**src/hw/rtl/sabp_pkg.sv**
```systemverilog
// ---------------------------------------------------------------------------
// sabp_pkg
// Shared types and constants of the SMILES atom and bond parser.
// ---------------------------------------------------------------------------
package sabp_pkg;

    localparam logic [7:0] CHAR_C      = 8'h43;
    localparam logic [7:0] CHAR_N      = 8'h4E;
    localparam logic [7:0] CHAR_O      = 8'h4F;
    localparam logic [7:0] CHAR_EQ     = 8'h3D;
    localparam logic [7:0] CHAR_SQ_OPEN  = 8'h5B;
    localparam logic [7:0] CHAR_SQ_CLOSE = 8'h5D;
    localparam logic [7:0] CHAR_BR_OPEN  = 8'h28;
    localparam logic [7:0] CHAR_BR_CLOSE = 8'h29;
    localparam logic [7:0] CHAR_DIGIT_ONE = 8'h31;
    localparam int         DIGIT_BASE   = 48;

    localparam logic [1:0] ELEM_C = 2'd0;
    localparam logic [1:0] ELEM_N = 2'd1;
    localparam logic [1:0] ELEM_O = 2'd2;

    localparam logic [1:0] ORDER_RING   = 2'd0;
    localparam logic [1:0] ORDER_SINGLE = 2'd1;
    localparam logic [1:0] ORDER_DOUBLE = 2'd2;

    typedef enum logic [1:0] {
        EV_ATOM     = 2'd0,
        EV_BOND     = 2'd1,
        EV_OVERFLOW = 2'd2
    } event_kind_t;

    typedef struct packed {
        logic [7:0] char_code;
        logic       start_of_string;
    } in_item_t;

    typedef struct packed {
        event_kind_t kind;
        logic [7:0]  atom_number;
        logic [1:0]  element_code;
        logic [7:0]  bond_from;
        logic [7:0]  bond_to;
        logic [1:0]  bond_order;
        logic        last_of_run;
    } result_t;

    localparam result_t RESULT_ZERO = '{
        kind: EV_ATOM, atom_number: 8'd0, element_code: 2'd0,
        bond_from: 8'd0, bond_to: 8'd0, bond_order: 2'd0, last_of_run: 1'b0
    };

endpackage

```
**src/hw/rtl/sabp_in_stage.sv**
```systemverilog
// ---------------------------------------------------------------------------
// sabp_in_stage
// Input register: holds one character request until the parser takes it.
// ---------------------------------------------------------------------------
module sabp_in_stage
    import sabp_pkg::*;
(
    input  logic     clk,
    input  logic     rst_n,
    input  logic     s_valid,
    output logic     s_ready,
    input  in_item_t s_item,
    input  logic     take,
    output logic     item_valid,
    output in_item_t item
);

    logic     valid_reg;
    logic     valid_next;
    in_item_t item_reg;

    assign s_ready    = !valid_reg || take;
    assign item_valid = valid_reg;
    assign item       = item_reg;

    always_comb
    begin
        valid_next = valid_reg;
        if (take)
        begin
            valid_next = 1'b0;
        end
        if (s_valid && s_ready)
        begin
            valid_next = 1'b1;
        end
    end

    always_ff @(posedge clk or negedge rst_n)
    begin
        if (!rst_n)
        begin
            valid_reg <= 1'b0;
        end
        else
        begin
            valid_reg <= valid_next;
        end
    end

    always_ff @(posedge clk)
    begin
        if (s_valid && s_ready)
        begin
            item_reg <= s_item;
        end
    end

endmodule

```
**src/hw/rtl/sabp_parse_core.sv**
```systemverilog
// ---------------------------------------------------------------------------
// sabp_parse_core
// Parse state and single-pass decode of one character into up to two results.
// ---------------------------------------------------------------------------
module sabp_parse_core
    import sabp_pkg::*;
#(
    parameter int MAX_ATOMS  = 256,
    parameter int RING_SLOTS = 2
)
(
    input  logic       clk,
    input  logic       rst_n,
    input  logic       fire,
    input  in_item_t   item,
    output logic [1:0] res_count,
    output result_t    res0,
    output result_t    res1
);

    localparam int CW = $clog2(MAX_ATOMS + 1);
    localparam int SW = (RING_SLOTS > 1) ? $clog2(RING_SLOTS) : 1;
    localparam logic [7:0] RING_LAST = 8'(DIGIT_BASE + RING_SLOTS);
    localparam logic [CW-1:0] COUNT_FULL = CW'(MAX_ATOMS);

    logic [CW-1:0]         atom_count_reg, atom_count_next, cur_count;
    logic [7:0]            source_atom_reg, source_atom_next, cur_source;
    logic                  source_valid_reg, source_valid_next, cur_source_valid;
    logic [7:0]            branch_atom_reg, branch_atom_next, cur_branch;
    logic                  branch_pending_reg, branch_pending_next, cur_branch_pending;
    logic                  inside_square_reg, inside_square_next, cur_inside;
    logic [1:0]            pending_order_reg, pending_order_next, cur_order;
    logic [RING_SLOTS-1:0] ring_valid_reg, ring_valid_next, cur_ring_valid;
    logic [7:0]            ring_atom_reg [RING_SLOTS];
    logic [7:0]            ring_atom_next [RING_SLOTS];

    logic [7:0]    c;
    logic          is_atom;
    logic [1:0]    elem;
    logic [7:0]    new_atom;
    logic [7:0]    last_atom;
    logic [SW-1:0] slot;

    assign c         = item.char_code;
    assign is_atom   = (c == CHAR_C) || (c == CHAR_N) || (c == CHAR_O);
    assign elem      = (c == CHAR_C) ? ELEM_C : ((c == CHAR_N) ? ELEM_N : ELEM_O);
    assign slot      = SW'(c - CHAR_DIGIT_ONE);

    // start flag clears state ahead of this character
    always_comb
    begin
        if (item.start_of_string)
        begin
            cur_count          = '0;
            cur_source         = 8'd0;
            cur_source_valid   = 1'b0;
            cur_branch         = 8'd0;
            cur_branch_pending = 1'b0;
            cur_inside         = 1'b0;
            cur_order          = ORDER_SINGLE;
            cur_ring_valid     = '0;
        end
        else
        begin
            cur_count          = atom_count_reg;
            cur_source         = source_atom_reg;
            cur_source_valid   = source_valid_reg;
            cur_branch         = branch_atom_reg;
            cur_branch_pending = branch_pending_reg;
            cur_inside         = inside_square_reg;
            cur_order          = pending_order_reg;
            cur_ring_valid     = ring_valid_reg;
        end
    end

    assign new_atom  = 8'(cur_count);
    assign last_atom = 8'(cur_count - 1'b1);

    always_comb
    begin
        atom_count_next     = atom_count_reg;
        source_atom_next    = source_atom_reg;
        source_valid_next   = source_valid_reg;
        branch_atom_next    = branch_atom_reg;
        branch_pending_next = branch_pending_reg;
        inside_square_next  = inside_square_reg;
        pending_order_next  = pending_order_reg;
        ring_valid_next     = ring_valid_reg;
        ring_atom_next      = ring_atom_reg;
        res_count           = 2'd0;
        res0                = RESULT_ZERO;
        res1                = RESULT_ZERO;

        if (fire)
        begin
            atom_count_next     = cur_count;
            source_atom_next    = cur_source;
            source_valid_next   = cur_source_valid;
            branch_atom_next    = cur_branch;
            branch_pending_next = cur_branch_pending;
            inside_square_next  = cur_inside;
            pending_order_next  = cur_order;
            ring_valid_next     = cur_ring_valid;

            if (is_atom)
            begin
                if (cur_count == COUNT_FULL)
                begin
                    res_count         = 2'd1;
                    res0.kind         = EV_OVERFLOW;
                    res0.element_code = elem;
                end
                else
                begin
                    atom_count_next   = cur_count + 1'b1;
                    res0.kind         = EV_ATOM;
                    res0.atom_number  = new_atom;
                    res0.element_code = elem;
                    if (cur_source_valid)
                    begin
                        res_count           = 2'd2;
                        res1.kind           = EV_BOND;
                        res1.bond_from      = cur_branch_pending ? cur_branch : cur_source;
                        res1.bond_to        = new_atom;
                        res1.bond_order     = cur_order;
                        branch_pending_next = 1'b0;
                        pending_order_next  = ORDER_SINGLE;
                    end
                    else
                    begin
                        res_count = 2'd1;
                    end
                    source_atom_next  = new_atom;
                    source_valid_next = 1'b1;
                end
            end
            else if (c == CHAR_EQ)
            begin
                pending_order_next = ORDER_DOUBLE;
            end
            else if (c == CHAR_SQ_OPEN)
            begin
                inside_square_next = 1'b1;
            end
            else if (c == CHAR_SQ_CLOSE)
            begin
                inside_square_next = 1'b0;
            end
            else if (c == CHAR_BR_OPEN)
            begin
                if (cur_count != '0)
                begin
                    branch_atom_next = last_atom;
                end
            end
            else if (c == CHAR_BR_CLOSE)
            begin
                branch_pending_next = 1'b1;
            end
            else if (c >= CHAR_DIGIT_ONE && c <= RING_LAST && !cur_inside)
            begin
                if (!cur_ring_valid[slot])
                begin
                    if (cur_count != '0)
                    begin
                        ring_valid_next[slot] = 1'b1;
                        ring_atom_next[slot]  = last_atom;
                    end
                end
                else
                begin
                    res_count             = 2'd1;
                    res0.kind             = EV_BOND;
                    res0.bond_from        = ring_atom_reg[slot];
                    res0.bond_to          = cur_source;
                    res0.bond_order       = ORDER_RING;
                    ring_valid_next[slot] = 1'b0;
                end
            end
        end

        res0.last_of_run = (res_count == 2'd1);
        res1.last_of_run = 1'b1;
    end

    always_ff @(posedge clk or negedge rst_n)
    begin
        if (!rst_n)
        begin
            atom_count_reg     <= '0;
            source_atom_reg    <= 8'd0;
            source_valid_reg   <= 1'b0;
            branch_atom_reg    <= 8'd0;
            branch_pending_reg <= 1'b0;
            inside_square_reg  <= 1'b0;
            pending_order_reg  <= ORDER_SINGLE;
            ring_valid_reg     <= '0;
        end
        else
        begin
            atom_count_reg     <= atom_count_next;
            source_atom_reg    <= source_atom_next;
            source_valid_reg   <= source_valid_next;
            branch_atom_reg    <= branch_atom_next;
            branch_pending_reg <= branch_pending_next;
            inside_square_reg  <= inside_square_next;
            pending_order_reg  <= pending_order_next;
            ring_valid_reg     <= ring_valid_next;
        end
    end

    // slot atoms are only read behind their valid bit
    always_ff @(posedge clk)
    begin
        ring_atom_reg <= ring_atom_next;
    end

endmodule

```
**src/hw/rtl/sabp_out_buf.sv**
```systemverilog
// ---------------------------------------------------------------------------
// sabp_out_buf
// Two-entry result register; shifts out results of one character in order.
// ---------------------------------------------------------------------------
module sabp_out_buf
    import sabp_pkg::*;
(
    input  logic       clk,
    input  logic       rst_n,
    input  logic       load,
    input  logic [1:0] load_count,
    input  result_t    load0,
    input  result_t    load1,
    output logic       can_load,
    output logic       m_valid,
    input  logic       m_ready,
    output result_t    m_result
);

    logic [1:0] count_reg;
    logic [1:0] count_next;
    result_t    entry0_reg;
    result_t    entry1_reg;
    logic       pop;

    assign m_valid  = (count_reg != 2'd0);
    assign m_result = entry0_reg;
    assign pop      = m_valid && m_ready;
    assign can_load = (count_reg == 2'd0) || ((count_reg == 2'd1) && m_ready);

    always_comb
    begin
        count_next = count_reg;
        if (pop)
        begin
            count_next = count_reg - 2'd1;
        end
        if (load)
        begin
            count_next = load_count;
        end
    end

    always_ff @(posedge clk or negedge rst_n)
    begin
        if (!rst_n)
        begin
            count_reg <= 2'd0;
        end
        else
        begin
            count_reg <= count_next;
        end
    end

    always_ff @(posedge clk)
    begin
        if (load)
        begin
            entry0_reg <= load0;
            entry1_reg <= load1;
        end
        else if (pop)
        begin
            entry0_reg <= entry1_reg;
        end
    end

endmodule

```
**src/hw/rtl/smiles_atom_bond_parser.sv**
```systemverilog
// ---------------------------------------------------------------------------
// smiles_atom_bond_parser
// Parses a SMILES character stream into atom, bond and overflow events.
//
// Channel  Dir  tdata (low bit up)                              tuser          tlast
// s_axis   in   char_code[7:0]                                  start_of_string  -
// m_axis   out  atom_number[7:0] element_code[9:8]              event_kind[1:0]  last_of_run
//               bond_from[17:10] bond_to[25:18] bond_order[27:26], zero fill [31:28]
//
// Each character request is decoded in one pass between the input register and a
// two-entry result register. With m_axis ready, one request per cycle is taken;
// atom characters that also bond give two results and hold back the next request
// until these leave. Other atoms, overflows and ring closures give one, the rest
// none. Results pass the input, then the result register. Reset clears parse state;
// no clearing pass. m_axis stalls back up through the result register to s_axis_tready.
// ---------------------------------------------------------------------------
module smiles_atom_bond_parser
    import sabp_pkg::*;
#(
    parameter int MAX_ATOMS  = 256,
    parameter int RING_SLOTS = 2
)
(
    input  logic        clk,
    input  logic        rst_n,
    input  logic        s_axis_tvalid,
    output logic        s_axis_tready,
    input  logic [7:0]  s_axis_tdata,   // char_code
    input  logic [0:0]  s_axis_tuser,   // start_of_string
    output logic        m_axis_tvalid,
    input  logic        m_axis_tready,
    output logic [31:0] m_axis_tdata,   // atom_number, element_code, bond_from, bond_to, bond_order
    output logic [1:0]  m_axis_tuser,   // event_kind
    output logic        m_axis_tlast
);

    in_item_t   s_item;
    in_item_t   item;
    logic       item_valid;
    logic       can_load;
    logic       fire;
    logic [1:0] res_count;
    result_t    res0;
    result_t    res1;
    result_t    m_result;

    assign s_item.char_code       = s_axis_tdata;
    assign s_item.start_of_string = s_axis_tuser[0];
    assign fire                   = item_valid && can_load;

    sabp_in_stage u_in_stage (
        .clk        (clk),
        .rst_n      (rst_n),
        .s_valid    (s_axis_tvalid),
        .s_ready    (s_axis_tready),
        .s_item     (s_item),
        .take       (fire),
        .item_valid (item_valid),
        .item       (item)
    );

    sabp_parse_core #(
        .MAX_ATOMS  (MAX_ATOMS),
        .RING_SLOTS (RING_SLOTS)
    ) u_parse_core (
        .clk       (clk),
        .rst_n     (rst_n),
        .fire      (fire),
        .item      (item),
        .res_count (res_count),
        .res0      (res0),
        .res1      (res1)
    );

    sabp_out_buf u_out_buf (
        .clk        (clk),
        .rst_n      (rst_n),
        .load       (fire),
        .load_count (res_count),
        .load0      (res0),
        .load1      (res1),
        .can_load   (can_load),
        .m_valid    (m_axis_tvalid),
        .m_ready    (m_axis_tready),
        .m_result   (m_result)
    );

    assign m_axis_tdata = {4'd0, m_result.bond_order, m_result.bond_to, m_result.bond_from,
                           m_result.element_code, m_result.atom_number};
    assign m_axis_tuser = m_result.kind;
    assign m_axis_tlast = m_result.last_of_run;

endmodule

```
**config.mk**
```make
export PLATFORM = sky130hd
export DESIGN_NAME = smiles_atom_bond_parser
export DESIGN_NICKNAME = d
export VERILOG_FILES = /design/src/hw/rtl/sabp_pkg.sv /design/src/hw/rtl/sabp_in_stage.sv /design/src/hw/rtl/sabp_parse_core.sv /design/src/hw/rtl/sabp_out_buf.sv /design/src/hw/rtl/smiles_atom_bond_parser.sv
export SDC_FILE = /design/constraint.sdc
export NUM_CORES = 1
export LEC_CHECK = 0
export BUFFER_PORTS_ARGS = -buffer_cell sky130_fd_sc_hd__buf_2
export CAP_MARGIN = 20
export CORE_MARGIN = 1
export CORE_UTILIZATION = 40
export DETAILED_ROUTE_END_ITERATION = 6
export GPL_TIMING_DRIVEN = 1
export PLACE_DENSITY_LB_ADDON = 0.08
export SKIP_CTS_REPAIR_TIMING = 1
export SKIP_LAST_GASP = 1
export SLEW_MARGIN = 25
export SYNTH_ARGS = -nofsm -noshare
export SYNTH_HDL_FRONTEND = slang
export SYNTH_SLANG_ARGS = --single-unit
```
**constraint.sdc**
```tcl
create_clock -name clk -period 3.76 [get_ports clk]
set_input_delay 0.564 -clock clk [delete_from_list [all_inputs] [get_ports clk]]
set_output_delay 0.564 -clock clk [all_outputs]
set_load 0.1 [all_outputs]
```
==> results.py, run 1 <==
metrics = {
    "critical_path": {
        "critPathMaxFanout": 8,
        "cp_cell_sequence": "nor2b_1 -> inv_1 -> ha_1 -> nor4b_1 -> a211o_1 -> a211o_1 -> nor2_1",
        "crit_arrival_ps": 2880,
        "r2r_slack_ps": 860,
        "crit_type": "reg -> reg",
        "max_stage_delay_ps": 610,
        "crit_path_frequent_cell": "a211o_1",
        "cp-startpoint": "u_parse_core.atom_count_reg[0]",
        "reg2reg_from": "u_parse_core.atom_count_reg[0]",
        "slowest_stage": "nor2_1",
        "required_ps": 3740,
        "end_kind": "flop",
        "cp-start-kind": "flop",
        "reg2regPathDepth": 7,
    },
    "sta": {
        "min_period_over_period": 0.7715,
        "slew-limit-headroom": 0.4049,
        "setup_viol": 0,
        "fin_crit_ps": 2901,
        "finalHoldViolCount": 0,
        "fmax_ghz": 0.3447,
        "rsz0062_at_grt": "no",
        "timing.hold.ws_ps": 342.8,
        "setup_tns_ps": 0,
        "tightestPinTransition_ps": 892.7,
        "maxSlewViolCount": 0,
        "skew_ps": 6.473,
    },
    "yosys": {
        "syn_inst": 405,
        "synth_area_um2": 4942,
        "synth_edf_count": 75,
        "synth.area.top_cells": "edfxtp_1 46%, dfrtp_1 17%, mux2i_1 4.7%",
        "synth_top_cell_by_area": "edfxtp_1",
        "ys_ff_latch": 110,
        "ys.flop_type": "edfxtp_1",
        "syn_area_per_cell_um2": 12.20,
        "async_flop_share": 0.3182,
        "yosysSeqAreaShare": 0.6332,
        "synth_top_area_frac": 0.4557,
        "yosysWarnings": 0,
        "ys_types": 62,
    },
    "drt": {
        "drt-total-wl_um": 11270,
        "dr.pass1.iters": 4,
        "vias": 3203,
        "drc": 0,
        "drtAntennaViolNets": 0,
        "drtIter0Drc": 205,
        "post_drt_wl_per_cell_um": 18.95,
        "viasPerCell": 5.383,
    },
    "grt": {
        "grt_pass1_vias": 3149,
        "antenna_found_initial": 0,
        "grt_use_total": 0.1869,
        "grt_max_degree": 42,
        "grt_pass1_wl_um": 17670,
        "overflow": 0,
    },
    "place": {
        "post-dp-hpwl_um": 7396,
        "gp_congestion": 0.7681,
        "portBuffers": 45,
    },
    "cells_and_area": {
        "nNetsFinal": 460,
        "diodes": 0,
        "area_delta_synth_final_pct": 12.84,
        "drive_gt1_frac": 0.1942,
        "largest_reg_flops": 31,
        "fill_cells": 1110,
    },
    "die": {
        "dieArea_um2": 12800,
        "ios": 50,
        "chipHeight_um": 113.2,
        "core.rowCount": 40,
        "die_w_um": 113.2,
        "core_um2": 12010,
        "start_util": 0.4115,
    },
    "power_and_ir_drop": {
        "p_int_mw": 2.504,
        "comb_power_share": 0.422,
        "power.share.clock": 0.202,
        "seqPwrFrac": 0.375,
        "p_leak_nw": 2.232,
        "peakVddDrop_mv": 0.2646,
        "powerDensity_nw_per_um2": 856.2,
        "p_switching_mw": 2.270,
        "switching_share": 0.4755,
    },
    "clock_tree": {
        "clock-root-buffer": "clkbuf_16",
        "htreeDepth": 3,
        "cts_sinks": 110,
        "path_clk_slew_ps": 70,
        "insertion_delay_ps": 350,
        "cts_tree": "done",
        "cts_buffers": 9,
        "clock_path_buffers": 2,
    },
    "job": {
        "max-cap-violations": 0,
    },
    "min_path": {
        "hp-class": "in -> async",
    },
    "outcome": {
        "outcome": "completed",
    },
}
routing by layer:
| metal | GRT usage | wire length, um | vias up |
|---|---|---|---|
| met5 | 0 | 0 | - |
| met4 | 0.07982 | 226 | 0 |
| met3 | 0.02410 | 418 | 15 |
| met2 | 0.2785 | 5009 | 85 |
| met1 | 0.2743 | 5620 | 1572 |
| li1 | - | - | 1531 |
cell usage after synthesis, types with 3 or more instances:
cell type / instances
buf_2: 5
a21oi_1: 11
nand3_1: 6
and2_1: 9
nand4_1: 4
a22oi_1: 4
o21ai_0: 21
dfrtp_1: 34
and3_1: 6
inv_1: 16
nor3_1: 7
a22o_1: 8
xor2_1: 6
edfxtp_1: 75
xnor2_1: 4
clkbuf_1: 16
nand2b_1: 3
nor2_1: 27
mux2i_1: 23
a31o_2: 4
a221o_1: 3
ha_1: 4
nand2_1: 49
nor2b_1: 7
buf_4: 5
stage by stage:
stage	instance area, um2	cells	worst slack, ps	utilization	total power, mW
after floorplan	4954	408	1077	-	3.489
after global placement	5278	579	933.6	0.4394	3.845
after detailed placement	5278	579	818.6	0.4394	3.858
after CTS	5577	595	817.8	0.4643	4.825
after global routing	5577	595	643.2	0.4643	4.989
final	5577	595	859.3	0.4643	4.775
kinds of logic after synthesis:
group                      count (synthesis)  synth area share
buffers and inverters                     45           0.04076
AOI/OAI and AO/OA                         69           0.09848
and+or+nand+nor                          142            0.1501
xor gates and xnor gates                  10           0.01772
muxes                                     24           0.04886
DFF                                      110            0.6332
adders and majority gates                  4           0.01013
other                                      1         0.0007588
cell usage in the layout, fill, tap and decap left out, types with 6 or more instances in the layout:
cell type  Yosys  routed
edfxtp_1      75      75
nand2_1       49      49
buf_2          5      45
dfrtp_1       34      34
nor2_1        27      27
mux2i_1       23      23
o21ai_0       21      21
inv_1         16      16
a21oi_1       11      11
and2_1         9       9
clkbuf_16      0       9
a22o_1         8       8
nor2b_1        7       7
nor3_1         7       7
buf_4          5       7
xor2_1         6       6
nand3_1        6       6
and3_1         6       6
layout make-up:
type / instances / area [um2] / area share
Clock buffer: 10 / 229.0 / 0.04106
Clock inverter: 6 / 70.07 / 0.01256
Inverter: 17 / 63.81 / 0.01144
Multi-Input combinational cell: 253 / 1623 / 0.2910
Sequential cell: 110 / 3129 / 0.5611
Tap cell: 147 / 183.9 / 0.03298
Timing Repair Buffer: 52 / 277.8 / 0.04981
power groups by stage:
stage	combinational, mW	sequential [mW]	clock [mW]
after floorplan	0.635	2.85	0
after global placement	2.03	1.81	0
after detailed placement	2.04	1.82	0
after CTS	2.04	1.79	0.990
after global routing	2.13	1.82	1.04
final	2.02	1.79	0.966
worst paths after layout:
| path | to |
|---|---|
| worst min register to register | u_parse_core.pending_order_reg[1] |
| worst min-delay path | u_parse_core.inside_square_reg |
| worst max register to register | u_parse_core.ring_atom_reg[10] |
| min in group clk | u_in_stage.item[7] |
| worst max-delay path | u_parse_core.ring_atom_reg[10] |
| max in group asynchronous | u_parse_core.branch_atom_reg[1] |
worst max-delay path, delay by kind of cell (launching register included):
family / cells / cell delay (ps)
DFF: 1 / 410
adders and majority gates: 1 / 340
and+or+nand+nor: 3 / 1020
AOI/OAI and AO/OA: 2 / 590
buffers and inverters: 1 / 180
Note: power is estimated with default switching activity, not from simulation.
==> run 2: changes to the inputs <==
- clock period: 3.76 -> 2.4 ns (I/O delays scaled with it)
==> results.py, run 2 (synthesis gave the netlist of run 1 again) <==
metrics = {
    "cells_and_area": {
        "nNetsFinal": 495,
        "fill_cells": 1082,
        "largest_reg_flops": 31,
        "drive_gt1_frac": 0.2692,
        "final_common_cell": "edfxtp_1",
        "mostFrequentLayoutCells": "75 x edfxtp_1, 48 x nand2_1, 45 x buf_2",
        "final_area_um2": 5953,
        "area_delta_synth_final_pct": 20.46,
        "diodes": 0,
        "final_cells": 630,
    },
    "critical_path": {
        "r2r_slack_ps": 50,
        "crit_cells": 7,
        "max_stage_delay_ps": 510,
        "slowest_stage": "edfxtp_1",
        "end_kind": "flop",
        "reg2reg_from": "u_in_stage.item[0]",
        "required_ps": 2430,
        "critPathMaxFanout": 8,
        "cp-startpoint": "u_in_stage.item[0]",
        "critical_path.endpoint": "u_parse_core.ring_atom_reg[10]",
        "cp-start-kind": "flop",
        "cp_cell_sequence": "nor2b_2 -> inv_2 -> ha_4 -> nor4b_4 -> a211o_1 -> a211o_4 -> nor2_4",
        "reg2regPathDepth": 7,
        "crit_type": "reg -> reg",
        "worstReg2RegEnd": "u_parse_core.ring_atom_reg[10]",
        "crit_arrival_ps": 2370,
        "critical_path_buf_inv_count": 1,
        "crit_family": "compound AO/OA/AOI/OAI gates",
    },
    "die": {
        "ios": 50,
        "die_w_um": 113.2,
        "core.rowCount": 40,
        "chipHeight_um": 113.2,
        "core_um2": 12010,
        "dieArea_um2": 12800,
        "start_util": 0.4115,
    },
    "place": {
        "gp_congestion": 0.8409,
        "dp.cells": 609,
        "place_ws_ps": -8.418,
        "dpl-instance-area_um2": 5545,
        "portBuffers": 45,
        "post-dp-hpwl_um": 7427,
    },
    "clock_tree": {
        "clock-root-buffer": "clkbuf_16",
        "cts_sinks": 110,
        "insertion_delay_ps": 350,
        "path_clk_slew_ps": 70,
        "cts_tree": "done",
        "clock_path_buffers": 2,
        "htreeDepth": 3,
        "cts_buffers": 9,
    },
    "drt": {
        "viasPerCell": 5.206,
        "drtAntennaViolNets": 0,
        "dr.pass1.iters": 4,
        "post_drt_wl_per_cell_um": 17.09,
        "vias": 3280,
        "drc": 0,
        "drt-total-wl_um": 10770,
        "drtIter0Drc": 148,
    },
    "sta": {
        "slew-limit-headroom": 0.4419,
        "setup_slack_ps": 53.83,
        "setup_viol": 0,
        "maxSlewViolCount": 0,
        "fin_crit_ps": 2346,
        "tightestPinTransition_ps": 837.2,
        "min_period_over_period": 0.9776,
        "fmax_ghz": 0.4262,
        "skew_ps": 8.656,
        "finalHoldViolCount": 0,
        "rsz0062_at_grt": "yes",
    },
    "grt": {
        "antenna_found_initial": 0,
        "grt_pass1_vias": 3137,
        "overflow": 0,
        "grt_pass1_wl_um": 17310,
        "grt_max_degree": 38,
        "grt_use_total": 0.1818,
    },
    "job": {
        "max-cap-violations": 0,
    },
    "power_and_ir_drop": {
        "peakVddDrop_mv": 0.5638,
        "p_leak_nw": 2.445,
        "powerDensity_nw_per_um2": 1287,
    },
    "min_path": {
        "hp-class": "in -> async",
    },
    "outcome": {
        "outcome": "completed",
    },
}
[run 2: cell count changes in the layout (fill, tap and decap cells not counted), sizes merged]
cell and change:
buf +35, bufinv +1, clkbuf +2, clkinvlp -2, inv -1
[run 2: how the worst min path moves through the flow]
stage                                      start                           endpoint  slack (ps)  depth (start not counted)
2_1_floorplan                              rst_n              u_in_stage.item_valid          60                          0
3_3_place_gp   u_parse_core.pending_order_reg[1]  u_parse_core.pending_order_reg[1]         480                          1
3_5_place_dp   u_parse_core.pending_order_reg[0]  u_parse_core.pending_order_reg[0]         480                          2
4_1_cts                                    rst_n     u_parse_core.atom_count_reg[4]         140                          1
5_1_grt                             s_axis_tuser                 u_in_stage.item[0]         170                          1
6_report                                   rst_n    u_parse_core.source_atom_reg[4]         110                          1
[run 2: routing by layer]
metal / vias up / GRT usage / share of wire
li1: 1602 / - / -
met1: 1590 / 0.2562 / 0.49
met2: 75 / 0.2830 / 0.46
met3: 13 / 0.02999 / 0.036
met4: 0 / 0.06842 / 0.016
met5: - / 0 / 0
[run 2: cell type report]
| cell class | count | area (um2) | area share |
|---|---|---|---|
| sequential | 110 | 3129 | 0.5256 |
| tap | 147 | 183.9 | 0.03090 |
| inverter | 17 | 63.81 | 0.01072 |
| multi-input combinational | 253 | 1695 | 0.2848 |
| clock inverter | 4 | 71.32 | 0.01198 |
| timing repair buffer | 87 | 573.1 | 0.09626 |
| clock buffer | 12 | 236.5 | 0.03972 |
[run 2: through the flow]
step | setup TNS (ps) | hold WS, ps | power (mW) | util
3_3_place_gp | -0.3491 | 480.5 | 6.145 | 0.4617
2_1_floorplan | 0 | 64.41 | 5.470 | -
4_1_cts | -65.94 | 143.6 | 7.716 | 0.4873
3_5_place_dp | -8.418 | 477.0 | 6.147 | 0.4617
5_1_grt | -293.4 | 172.8 | 8.006 | 0.4956
6_report | 0 | 105.3 | 7.664 | 0.4956
[run 2: power by group]
group,internal [mW],switching [mW],total (mW)
registers,2.62,0.159,2.78
logic,0.597,2.73,3.32
clock network,0.915,0.644,1.56
total,4.13,3.53,7.66
